$ cat src/design/cle_pkg.sv
// Shared constants, state encoding and result word type for the console line editor.
package cle_pkg;

  localparam int LINE_CAPACITY = 32;
  localparam int ADDR_W = $clog2(LINE_CAPACITY);
  localparam int LEN_W = $clog2(LINE_CAPACITY + 1);

  localparam logic [7:0] CH_LF = 8'h0A;
  localparam logic [7:0] CH_CR = 8'h0D;
  localparam logic [7:0] CH_DEL = 8'h7F;
  localparam logic [7:0] CH_BS = 8'h08;
  localparam logic [7:0] CH_ETX = 8'h03;
  localparam logic [7:0] CH_TAB = 8'h09;
  localparam logic [7:0] CH_SP = 8'h20;
  localparam logic [7:0] CH_TILDE = 8'h7E;

  localparam logic DEST_ECHO = 1'b0;
  localparam logic DEST_PROG = 1'b1;

  typedef enum logic [3:0] {
    S_IDLE,
    S_ONE,
    S_ECR,
    S_ELF,
    S_FLUSH,
    S_FCR,
    S_FLF,
    S_BS1,
    S_SP,
    S_BS2
  } state_t;

  typedef struct packed {
    logic       dest;
    logic [7:0] out_byte;
    logic       last;
  } result_t;

endpackage

$ cat src/design/cle_if.sv
// Valid/ready channel interfaces for raw console bytes and result words.
interface cle_in_if;
  logic       valid;
  logic       ready;
  logic [7:0] rx_byte;

  modport source (output valid, output rx_byte, input ready);
  modport sink (input valid, input rx_byte, output ready);
endinterface

interface cle_out_if;
  logic       valid;
  logic       ready;
  logic       dest;
  logic [7:0] out_byte;
  logic       last;

  modport source (output valid, output dest, output out_byte, output last, input ready);
  modport sink (input valid, input dest, input out_byte, input last, output ready);
endinterface

$ cat src/design/cle_ram.sv
// Generic simple dual-port RAM, one write port, one registered read port.
module cle_ram #(
  parameter int WIDTH = 8,
  parameter int DEPTH = 32
) (
  input  logic                     clk,
  input  logic                     we,
  input  logic [$clog2(DEPTH)-1:0] waddr,
  input  logic [WIDTH-1:0]         wdata,
  input  logic [$clog2(DEPTH)-1:0] raddr,
  output logic [WIDTH-1:0]         rdata
);

  logic [WIDTH-1:0] mem [DEPTH];

  always_ff @(posedge clk) begin
    if (we) begin
      mem[waddr] <= wdata;
    end
    rdata <= mem[raddr];
  end

endmodule

$ cat src/design/cle_obuf.sv
// Output register stage that holds one result word until the sink takes it.
module cle_obuf (
  input  logic              clk,
  input  logic              rst,
  input  logic              push,
  input  cle_pkg::result_t  res,
  output logic              can_push,
  cle_out_if.source         tx
);
  import cle_pkg::*;

  logic    full;
  result_t hold;

  assign can_push = !full || tx.ready;

  always_ff @(posedge clk) begin
    if (rst) begin
      full <= 1'b0;
    end else if (push) begin
      full <= 1'b1;
    end else if (tx.ready) begin
      full <= 1'b0;
    end
  end

  always_ff @(posedge clk) begin
    if (push) begin
      hold <= res;
    end
  end

  assign tx.valid = full;
  assign tx.dest = hold.dest;
  assign tx.out_byte = hold.out_byte;
  assign tx.last = hold.last;

endmodule

$ cat src/design/console_line_editor_top.sv
// Cooked-mode console line editor. One raw byte is taken on rx when the block is idle; it
// gives zero to LINE_CAPACITY+4 result words on tx, one per cycle while tx is ready, with
// last set on the final word of each byte. A printable byte, erase or forwarded control
// is accepted in S_IDLE and then gives its words; a line end streams the line buffer RAM
// one entry per cycle while the output register can take a word. A one-word output
// register lets the next word be produced while the previous one waits.
module console_line_editor_top (
  input  logic      clk,
  input  logic      rst,
  cle_in_if.sink    rx,
  cle_out_if.source tx
);
  import cle_pkg::*;

  state_t            state, state_next;
  logic [LEN_W-1:0]  len, len_next;
  logic              after_cr, after_cr_next;
  logic [ADDR_W-1:0] idx, idx_next;
  logic [7:0]        cur, cur_next;
  logic              cur_dest, cur_dest_next;

  logic              we;
  logic [7:0]        rd_data;
  logic              push;
  logic              can_push;
  result_t           res;
  logic [7:0]        c;
  logic              printable;
  logic [LEN_W-1:0]  idx_inc;

  assign c = rx.rx_byte;
  assign printable = (c >= CH_SP && c <= CH_TILDE) || c == CH_TAB;
  assign idx_inc = LEN_W'(idx) + LEN_W'(1);
  assign rx.ready = (state == S_IDLE);

  // read address tracks idx_next so rd_data always holds the entry at idx
  cle_ram #(.WIDTH(8), .DEPTH(LINE_CAPACITY)) u_line_ram (
    .clk   (clk),
    .we    (we),
    .waddr (len[ADDR_W-1:0]),
    .wdata (c),
    .raddr (idx_next),
    .rdata (rd_data)
  );

  cle_obuf u_obuf (
    .clk      (clk),
    .rst      (rst),
    .push     (push),
    .res      (res),
    .can_push (can_push),
    .tx       (tx)
  );

  always_ff @(posedge clk) begin
    if (rst) begin
      state <= S_IDLE;
      len <= '0;
      after_cr <= 1'b0;
      idx <= '0;
    end else begin
      state <= state_next;
      len <= len_next;
      after_cr <= after_cr_next;
      idx <= idx_next;
    end
  end

  always_ff @(posedge clk) begin
    cur <= cur_next;
    cur_dest <= cur_dest_next;
  end

  always_comb begin
    state_next = state;
    len_next = len;
    after_cr_next = after_cr;
    idx_next = idx;
    cur_next = cur;
    cur_dest_next = cur_dest;
    we = 1'b0;
    push = 1'b0;
    res = '{dest: DEST_ECHO, out_byte: CH_CR, last: 1'b0};

    unique case (state)
      S_IDLE: begin
        if (rx.valid) begin
          if (c == CH_LF && after_cr) begin
            after_cr_next = 1'b0;
          end else begin
            after_cr_next = (c == CH_CR);
            if (c == CH_LF || c == CH_CR) begin
              idx_next = '0;
              state_next = S_ECR;
            end else if (c == CH_DEL || c == CH_BS) begin
              if (len != '0) begin
                len_next = len - LEN_W'(1);
                state_next = S_BS1;
              end
            end else if (c == CH_ETX) begin
              len_next = '0;
              cur_next = c;
              cur_dest_next = DEST_PROG;
              state_next = S_ONE;
            end else if (printable) begin
              if (len < LEN_W'(LINE_CAPACITY)) begin
                we = 1'b1;
                len_next = len + LEN_W'(1);
                cur_next = c;
                cur_dest_next = DEST_ECHO;
                state_next = S_ONE;
              end
            end else begin
              cur_next = c;
              cur_dest_next = DEST_PROG;
              state_next = S_ONE;
            end
          end
        end
      end
      S_ONE: begin
        res = '{dest: cur_dest, out_byte: cur, last: 1'b1};
        if (can_push) begin
          push = 1'b1;
          state_next = S_IDLE;
        end
      end
      S_ECR: begin
        res = '{dest: DEST_ECHO, out_byte: CH_CR, last: 1'b0};
        if (can_push) begin
          push = 1'b1;
          state_next = S_ELF;
        end
      end
      S_ELF: begin
        res = '{dest: DEST_ECHO, out_byte: CH_LF, last: 1'b0};
        if (can_push) begin
          push = 1'b1;
          state_next = (len == '0) ? S_FCR : S_FLUSH;
        end
      end
      S_FLUSH: begin
        res = '{dest: DEST_PROG, out_byte: rd_data, last: 1'b0};
        if (can_push) begin
          push = 1'b1;
          idx_next = idx_inc[ADDR_W-1:0];
          if (idx_inc == len) begin
            state_next = S_FCR;
          end
        end
      end
      S_FCR: begin
        res = '{dest: DEST_PROG, out_byte: CH_CR, last: 1'b0};
        if (can_push) begin
          push = 1'b1;
          state_next = S_FLF;
        end
      end
      S_FLF: begin
        res = '{dest: DEST_PROG, out_byte: CH_LF, last: 1'b1};
        if (can_push) begin
          push = 1'b1;
          len_next = '0;
          state_next = S_IDLE;
        end
      end
      S_BS1: begin
        res = '{dest: DEST_ECHO, out_byte: CH_BS, last: 1'b0};
        if (can_push) begin
          push = 1'b1;
          state_next = S_SP;
        end
      end
      S_SP: begin
        res = '{dest: DEST_ECHO, out_byte: CH_SP, last: 1'b0};
        if (can_push) begin
          push = 1'b1;
          state_next = S_BS2;
        end
      end
      S_BS2: begin
        res = '{dest: DEST_ECHO, out_byte: CH_BS, last: 1'b1};
        if (can_push) begin
          push = 1'b1;
          state_next = S_IDLE;
        end
      end
      default: begin
        state_next = S_IDLE;
      end
    endcase
  end

  a_len_bound: assert property (@(posedge clk) disable iff (rst)
    len <= LEN_W'(LINE_CAPACITY))
    else $error("line length above capacity");

  a_flush_idx: assert property (@(posedge clk) disable iff (rst)
    state == S_FLUSH |-> LEN_W'(idx) < len)
    else $error("flush index past line end");

  a_last_idle: assert property (@(posedge clk) disable iff (rst)
    push && res.last |=> state == S_IDLE)
    else $error("final word pushed but editor not idle");

  a_eol_start: assert property (@(posedge clk) disable iff (rst)
    rx.valid && rx.ready && c == CH_CR |=> state == S_ECR)
    else $error("carriage return did not start line flush");

  a_push_room: assert property (@(posedge clk) disable iff (rst)
    push |-> can_push)
    else $error("word pushed into full output register");

endmodule
$ cat src/flat_wrapper.sv
// flat-port wrapper written by rule: the top's interface ports become plain ports
module console_line_editor_top_flat import cle_pkg::*;
  (clk, rst, rx_valid, rx_rx_byte, rx_ready, tx_valid, tx_dest, tx_out_byte, tx_last, tx_ready);
  cle_in_if rx_i ();
  cle_out_if tx_i ();
  input  logic clk;
  input  logic rst;
  input wire logic [$bits(rx_i.valid)-1:0] rx_valid;
  input wire logic [$bits(rx_i.rx_byte)-1:0] rx_rx_byte;
  output wire logic [$bits(rx_i.ready)-1:0] rx_ready;
  output wire logic [$bits(tx_i.valid)-1:0] tx_valid;
  output wire logic [$bits(tx_i.dest)-1:0] tx_dest;
  output wire logic [$bits(tx_i.out_byte)-1:0] tx_out_byte;
  output wire logic [$bits(tx_i.last)-1:0] tx_last;
  input wire logic [$bits(tx_i.ready)-1:0] tx_ready;
  assign rx_i.valid = rx_valid;
  assign rx_i.rx_byte = rx_rx_byte;
  assign rx_ready = rx_i.ready;
  assign tx_valid = tx_i.valid;
  assign tx_dest = tx_i.dest;
  assign tx_out_byte = tx_i.out_byte;
  assign tx_last = tx_i.last;
  assign tx_i.ready = tx_ready;
  console_line_editor_top u_core (.clk(clk), .rst(rst), .rx(rx_i), .tx(tx_i));
endmodule
$ cat config.mk
export PLATFORM = sky130hd
export DESIGN_NAME = console_line_editor_top_flat
export DESIGN_NICKNAME = d
export VERILOG_FILES = /design/src/design/cle_pkg.sv /design/src/design/cle_if.sv /design/src/design/cle_ram.sv /design/src/design/cle_obuf.sv /design/src/design/console_line_editor_top.sv /design/src/flat_wrapper.sv
export SDC_FILE = /design/constraint.sdc
export NUM_CORES = 1
export LEC_CHECK = 0
export BUFFER_PORTS_ARGS = -buffer_cell sky130_fd_sc_hd__buf_2
export CAP_MARGIN = 20
export CORE_UTILIZATION = 50
export DETAILED_ROUTE_END_ITERATION = 7
export PLACE_DENSITY = 0.66
export REMOVE_ABC_BUFFERS = 1
export SETUP_SLACK_MARGIN = 0.05
export SLEW_MARGIN = 20
export SYNTH_ARGS = -nofsm -noshare
export SYNTH_HDL_FRONTEND = slang
export SYNTH_SLANG_ARGS = --single-unit
$ cat constraint.sdc
create_clock -name clk -period 4.02 [get_ports clk]
set_clock_uncertainty 0.2 [all_clocks]
set_input_delay 0.804 -clock clk [delete_from_list [all_inputs] [get_ports clk]]
set_output_delay 0.804 -clock clk [all_outputs]
set_load 0.02 [all_outputs]
==> results.md, run 1 <==
STA:
- After layout, the minimum clock period comes to ~3500 ps.
- Of the available clock period, the critical path in the final layout requires 0.8660.
- The headroom to the max-slew limit is 0.4620.
- Across all hold checks on the routed design, the worst slack comes to 314.9 ps.
- The count of final max-slew check failures came to 0.
- The upper clock frequency limit is 287.2 MHz.
- For the final routed database, the setup TNS stands at 0 ps.
- The worst-margin pin slew is between 800 and 900 ps.
- Setup repair after global routing left no endpoint under its margin.
- The number of hold-slack violations in the final timing report is 0.
- Setup violations remaining at the end of the flow were counted as 0.

Synth:
- The synthesized netlist contains between 60 and 70 unique library cells.
- The number of enable flip-flop cells after synthesis is ~280.
- The most instantiated flip-flop cell in the synthesis netlist is sky130_fd_sc_hd__edfxtp_1.
- The proportion of register bits with asynchronous set or reset after synthesis is 0.
- Counting flops and latches in the post-synthesis netlist gives 300.
- The mean area per synthesized cell is 13.18 um^2.
- By area the synthesized netlist is led by sky130_fd_sc_hd__edfxtp_1 65%, sky130_fd_sc_hd__mux2i_1 5.2%, sky130_fd_sc_hd__nand2_1 4.7%, sky130_fd_sc_hd__dfxtp_1 3.9%, sky130_fd_sc_hd__nor2_1 2.4%.
- The sequential fraction of the synthesis area is 0.6853.
- The Yosys step of the flow raised 0 warnings.
- The mapped cell area is between 10000 and 15000 um^2.
- Of the post-synthesis cell area, the dominant cell type holds 0.6462.
- The cell count after synthesis is 970.
- sky130_fd_sc_hd__edfxtp_1 takes more of the synthesized area than any other cell.

Place:
- The number of buffer cells added on primary ports is 23.
- The routability-driven placement congestion ratio is approximately 0.89.
- Once placement finished, the instance area stood at around 14000 um^2.
- The detailed placer's ending HPWL is around 20 mm.
- The placed instance count is approximately 1300.

Drt:
- After detailed routing, the average wire length per cell comes to 21.77 um.
- After detailed routing, no signal wire sits above met5.
- The sum of routed wire segments on met1 is 13.38 mm.
- The first detailed-routing pass ran for 5 iterations.
- After detailed routing, the total wire length is ~31 mm.
- The number of nets with antenna violations after detailed routing is 0.
- Using the TritonRoute via totals, the vias-per-cell ratio works out to slightly below 6.
- The routed layout has 8246 vias.
- The routed design uses roughly 14 mm of met2 wire.
- After detailed routing, the met3 layer carries roughly 2.4 mm of wire.
- In this run, the number of DRC markers left after iteration 0 of detailed routing was 1052.
- For this run, design rule violations remaining after detail routing come to 0.

Global routing:
- Across every metal layer, demand over resource in global routing totals 0.2376.
- The number of antenna violations at the first check in global routing is 1.
- The overall overflow remaining after global route is 0.
- The global-route wire length before repair is between 40 and 50 mm.
- Entering global routing, the biggest net connects 50 pins.
- The number of global-route vias before repair was 7778.

Layout:
- 0 antenna diodes ended up in the layout.
- The area growth from synthesis to layout is 14.69%.
- The final instance area is 14660 um^2.
- The total number of nets in the final design is about 1100.
- In the final layout, the share of cells above drive strength 1 is 0.1698.
- The count of cells in the finished layout, fillers not included, comes to around 1400.

Floorplanning:
- The floorplan step set the die height to 161.9 um.
- The chip width is around 160 um.
- Row generation in the floorplan step produced just under 60 rows.
- For this design the top-level I/O count stands at 24.
- The floorplan step defined a die boundary enclosing roughly 26000 um^2.
- The initial core utilization is 0.5090.
- The core footprint is roughly 25000 um^2.

Critical path:
- STA classifies the critical path endpoint as a flip-flop.
- The reg-to-reg endpoint is u_core.u_line_ram.rdata[1].
- STA puts the critical path data required time at 4060 ps.
- The peak fanout along the critical path is 13.
- The worst register-to-register path begins at u_core.state[0].
- The critical path starts at rx_rx_byte[6].
- The worst register-to-register path has a setup slack of 690 ps.
- The termination of the worst setup path is u_core.u_line_ram.mem[1][3].
- The setup path with the least slack is of type primary input to flip-flop.
- The critical path arrival is 3530 ps.
- Measured in cells, the most critical reg-to-reg path has a length of 10.
- The kind of launch point of the worst setup path is a primary input.

Clocking:
- Buffers inserted to repair hold after CTS numbered 0.
- The TritonCTS clock tree is yes.
- The longest clock path from root to sink contains 3 buffers.
- Once the clock tree was built, the resizer swapped 0 gates to a different size.
- Buffers added to address setup during post-CTS repair amount to 0.
- The clock transition at the registers of the reported paths is 60 ps.
- Counting the buffers created by CTS gives 30.
- The clock latency on the worst-skew pair is 570 ps.
- The level count of the clock H-tree is 1.
- The clock sink count is 300.
- CTS placed an instance of sky130_fd_sc_hd__clkbuf_16 at the clock tree root.

Power:
- The power density of the placed cells is 450.1 nW/um^2.
- The worst-case IR drop observed on VDD is approximately 320 uV.
- The leakage power is between 5 and 6 nW.

Min path:
- In this run the worst hold path is classified as flip-flop to flip-flop.
- The number of stages on the worst hold path is 2.

Outcome:
- The run finished with clean final reports.

Job:
- The tool flagged a number of max-cap violations equal to 0.
final cells by class:
type | count | area [um^2]
clock buffers | 39 | 825.8
clock inverters | 17 | 163.9
fillers | 2023 | 10450
inverters | 13 | 48.80
multi-input cells | 602 | 3671
flip-flops and latches | 300 | 8758
well taps | 330 | 412.9
repair buffers | 101 | 775.7
how the worst min path moves through the flow:
stage | from | to | slack (ps)
finish | u_core.after_cr | u_core.after_cr | 310
global route | rx_rx_byte[2] | u_core.cur[2] | 320
CTS | u_core.after_cr | u_core.after_cr | 310
detailed placement | u_core.after_cr | u_core.after_cr | 300
global placement | u_core.after_cr | u_core.after_cr | 260
floorplan | u_core.after_cr | u_core.after_cr | 250
registers in the layout (all words and copies together) (netlist names):
| register | count |
|---|---|
| u_core.u_line_ram.mem | 256 |
| u_core.cur | 8 |
| u_core.u_line_ram.rdata | 8 |
| u_core.u_obuf.tx.out_byte | 8 |
| u_core.len | 6 |
| u_core.idx | 5 |
| u_core.state | 4 |
| u_core.after_cr | 1 |
| u_core.cur_dest | 1 |
| u_core.u_obuf.tx.dest | 1 |
| u_core.u_obuf.tx.last | 1 |
| u_core.u_obuf.tx.valid | 1 |
kinds of logic after synthesis:
group,after synthesis,share of synthesized area
adders and majority gates,6,0.005874
muxes,67,0.05248
buffers and inverters,68,0.02820
DFF,300,0.6853
and+or+nand+nor,372,0.1394
AOI/OAI and AO/OA,149,0.08322
xor gates and xnor gates,8,0.005483
metrics by stage:
step	power, mW	setup slack [ps]	util
after CTS	6.626	614.9	0.5837
after global routing	6.779	398.1	0.5837
after detailed placement	3.876	91.20	0.5443
after floorplan	3.713	-1791	-
final	6.597	538.6	0.5837
after global placement	3.871	79.58	0.5443
report_power, final:
| group | internal [mW] | switching (mW) |
|---|---|---|
| clock | 1.64 | 1.15 |
| sequential | 3.45 | 0.0235 |
| combinational | 0.110 | 0.231 |
| total | 5.19 | 1.40 |
worst max-delay path, cell delays in order:
cell and delay, ps:
sky130_fd_sc_hd__buf_2 180, sky130_fd_sc_hd__or3_1 470, sky130_fd_sc_hd__o41ai_1 370, sky130_fd_sc_hd__a21o_1 220
sky130_fd_sc_hd__inv_2 60, sky130_fd_sc_hd__nor4_1 370, sky130_fd_sc_hd__buf_4 200, sky130_fd_sc_hd__nand2_1 200
sky130_fd_sc_hd__buf_4 230, sky130_fd_sc_hd__nor2_1 200, sky130_fd_sc_hd__buf_4 210
synth_stat cells (all sizes together), types with 23 or more instances:
library cell and n:
a21oi 30, a32oi 23, buf 31, clkbuf 24, dfxtp 25, edfxtp 275
mux2i 67, nand2 159, nand3 56, nor2 82, o21ai 23
placed cells by master (no fill, tap or decap), drive strengths merged, types with 25 or more instances in the layout:
cell type	n
nand3	56
edfxtp	275
nand2	159
buf	101
nor2	82
a21oi	30
mux2i	67
dfxtp	25
clkbuf	39
layer usage:
layer	track usage	up-vias
met5	0	-
met4	0.06947	2
met3	0.03805	57
met2	0.3687	330
met1	0.3462	4035
li1	-	3822
No activity file was read; power rests on OpenSTA's default activity.
==> inputs of run 2 (changes only) <==
- CTS_BUF_LIST: not set -> sky130_fd_sc_hd__clkbuf_2 sky130_fd_sc_hd__clkbuf_4 sky130_fd_sc_hd__clkbuf_8
==> run 2 against run 1 <==
- critical path depth did not move
- register-to-register slack improved by 50 ps
- setup slack improved by 62 ps
- worst hold slack improved by 12 ps
- first-iteration DRC count fell by 8.8%
- power fell by 0.29%
- clock power barely moved
- largest power group unchanged
- highest routed layer unchanged
==> results.md, run 2 (synthesis results as in run 1) <==
Outcome:
- The run finished with clean final reports.

Clocking:
- The level count of the clock H-tree is 2.
- The TritonCTS clock tree is yes.
- After clock tree synthesis, the repair step resized 0 gates.
- The clock sink count is 300.
- After clock tree synthesis, the setup repair step added 0 buffers.
- TritonCTS created 48 clock buffers.
- The number of buffers added to fix hold violations after cts is 0.
- The buffer levels on the longest clock path is 3.
- After clock tree synthesis, the clock-pin slew on the worst setup and hold paths is about 60 ps.
- The root cell of the clock tree is sky130_fd_sc_hd__clkbuf_8.
- The clock latency on the worst-skew pair is 570 ps.

Floorplanning:
- The chip width is 161.9 um.
- The number of cell rows is 58.
- The total area inside the core boundary comes to 25110 um^2.
- The die covers roughly 26000 um^2.
- The overall die height is 161.9 um.
- The initial utilization of the core area, before any placement, comes to 0.5090.
- 24 I/O pins were placed.

Layout:
- The top cell types in the final layout, fill and taps aside, are 275 x sky130_fd_sc_hd__edfxtp_1, 159 x sky130_fd_sc_hd__nand2_1, 82 x sky130_fd_sc_hd__nor2_1.
- Counting the fill cells in the layout gives 2039.
- The area growth from synthesis to layout is 14.98%.
- The final instance area is roughly 15000 um^2.
- In the final design database the tool counted 1084 nets.
- The final instance count without filler cells is 1431.
- The flip-flop count of the largest register, all copies and words added is 256.
- Leaving out fill and tap cells, the most frequent cell in the layout is sky130_fd_sc_hd__edfxtp_1.
- In the final layout, the share of cells above drive strength 1 is 0.1916.
- The register with the most flip-flops in the final layout is u_core.u_line_ram.mem.
- The repair_antennas step left the layout with diodes totalling 0.

STA:
- The worst-margin pin slew is 812.2 ps.
- The upper clock frequency limit is 292.4 MHz.
- The number of hold-slack violations in the final timing report is 0.
- The total setup violations reported at the end of the flow is 0.
- Across all setup checks in the final design, the least slack found is 600.2 ps.
- The count of final max-slew check failures is 0.
- The headroom to the max-slew limit is 0.4565.
- Dividing the final minimum period by the clock period gives 0.8507.
- The minimum clock period is 3420 ps.
- The setup total negative slack is 0 ps.
- Setup repair after global routing left no endpoint under its margin.

Global routing:
- Summed over all layers, the global routing overflow is 0.
- The number of global-route vias before repair is 7878.
- The met1 usage in global routing is 0.3462.
- The first global-routing pass estimated ~47 mm of wire.
- Entering global routing, the biggest net connects 50 pins.
- In the global route stage, overall resource usage came out at 0.2397.
- The layer with the highest usage after global routing is met2.
- The met2 usage is 0.3654.
- The global routing usage on met3 is 0.04316.
- The number of antenna violations at the first check in global routing is 1.

Critical path:
- On the critical path, the stage with the largest delay is an instance of sky130_fd_sc_hd__or3_1.
- STA puts the critical path data arrival time at 3480 ps.
- The most used cell along the critical path is sky130_fd_sc_hd__buf_4.
- The critical path capture point type is a flip-flop.
- STA classifies the critical path startpoint as a primary input.
- The critical path required time is about 4100 ps.
- Along the worst path, the maximum fanout reaches 13.
- The critical path start-end classification is primary input to flip-flop.
- The count of buffer and inverter cells on the critical path is 5.
- The largest delay contributor family on the critical path is simple AND/OR/NAND/NOR gates.
- Walking the worst path, the cells encountered are buf_2, or3_1, o41ai_1, a21o_1, inv_2, nor4_1, buf_4, nand2_1, buf_4, nor2_1, buf_4.
- The biggest cell delay along the critical path is roughly 470 ps.

Place:
- Once placement finished, the instance area stood at 13670 um^2.
- The number of placed instances, taps included, is 1346.
- The number of buffer cells added on primary ports is 23.
- The worst setup timing slack at the placement stage is around 91 ps.
- Detailed placement ended at an HPWL of 20.49 mm.
- The congestion estimate from routability-driven global placement came to about 0.89.

Drt:
- In the routed design, unresolved DRC markers number 0.
- Dividing the detail-routed via count by the number of cells gives 5.867.
- The number of nets with antenna violations after detailed routing is 0.
- The first detailed-routing pass ran for 7 iterations.
- The number of design-rule violations left by the first detailed-router iteration is 959.
- The wire length per cell is 21.51 um.
- The final route contains 8395 vias.
- The final layout contains routed wiring with a total length of 30.79 mm.

Job:
- Across the run, the number of max-cap violations was 0.

Min path:
- The worst min-delay path class is flip-flop to flip-flop.

Power:
- The maximum VDD drop is approximately 220 uV.
- Power spread over the standard cell area amounts to 447.7 nW/um^2.
- Summed over all cells, the static leakage comes to 5.464 nW.
==> run 2: changes by cell type in the layout (fill, tap and decap cells not counted), sizes merged <==
| cell | before | now |
|---|---|---|
| clkinvlp | 1 | 0 |
| clkbuf | 39 | 66 |
| clkinv | 13 | 14 |
| bufinv | 3 | 4 |
| inv | 13 | 14 |
==> run 2: area by class of cell <==
type / instances / area, um^2 / share of cell area
Inverter: 13 / 48.80 / 0.003321
Timing Repair Buffer: 101 / 775.7 / 0.05279
Clock buffer: 66 / 827.0 / 0.05628
Tap cell: 330 / 412.9 / 0.02810
Sequential cell: 300 / 8758 / 0.5960
Multi-Input combinational cell: 602 / 3671 / 0.2498
Clock inverter: 19 / 200.2 / 0.01362
==> run 2: worst paths after layout <==
path / cells past startpoint / startpoint / end / slack, ps
hold reg to reg: 2 / u_core.after_cr / u_core.after_cr / 330
hold / removal: 2 / u_core.after_cr / u_core.after_cr / 330
setup reg to reg: 11 / u_core.state[0] / u_core.u_line_ram.rdata[0] / 740
setup / recovery: 11 / rx_rx_byte[6] / u_core.u_line_ram.mem[0][4] / 600
==> run 2: metal layers <==
metal | part of all wire | wire [um]
met2 | 0.46 | 14190
met1 | 0.44 | 13410
met5 | 0.00029 | 9
met3 | 0.077 | 2380
met4 | 0.026 | 796
==> run 2: through the flow <==
step	utilization	power (mW)	hold WS (ps)
6_report	0.5852	6.578	326.9
5_1_grt	0.5852	6.783	323.8
4_1_cts	0.5852	6.619	312.6
3_5_place_dp	0.5443	3.876	298.6
3_3_place_gp	0.5443	3.871	264.1
2_1_floorplan	-	3.713	246.7
==> run 2: power by group <==
| group | internal (mW) | leakage [nW] | switching [mW] |
|---|---|---|---|
| clock | 1.59 | 0.541 | 1.17 |
| combinational | 0.110 | 2.24 | 0.231 |
| sequential | 3.45 | 2.69 | 0.0239 |
==> run 2: tightest hold or removal path, stage by stage (launching register included) <==
cell,delay (ps)
sky130_fd_sc_hd__dfxtp_1,330
sky130_fd_sc_hd__a21oi_1,60
sky130_fd_sc_hd__nor2_1,90
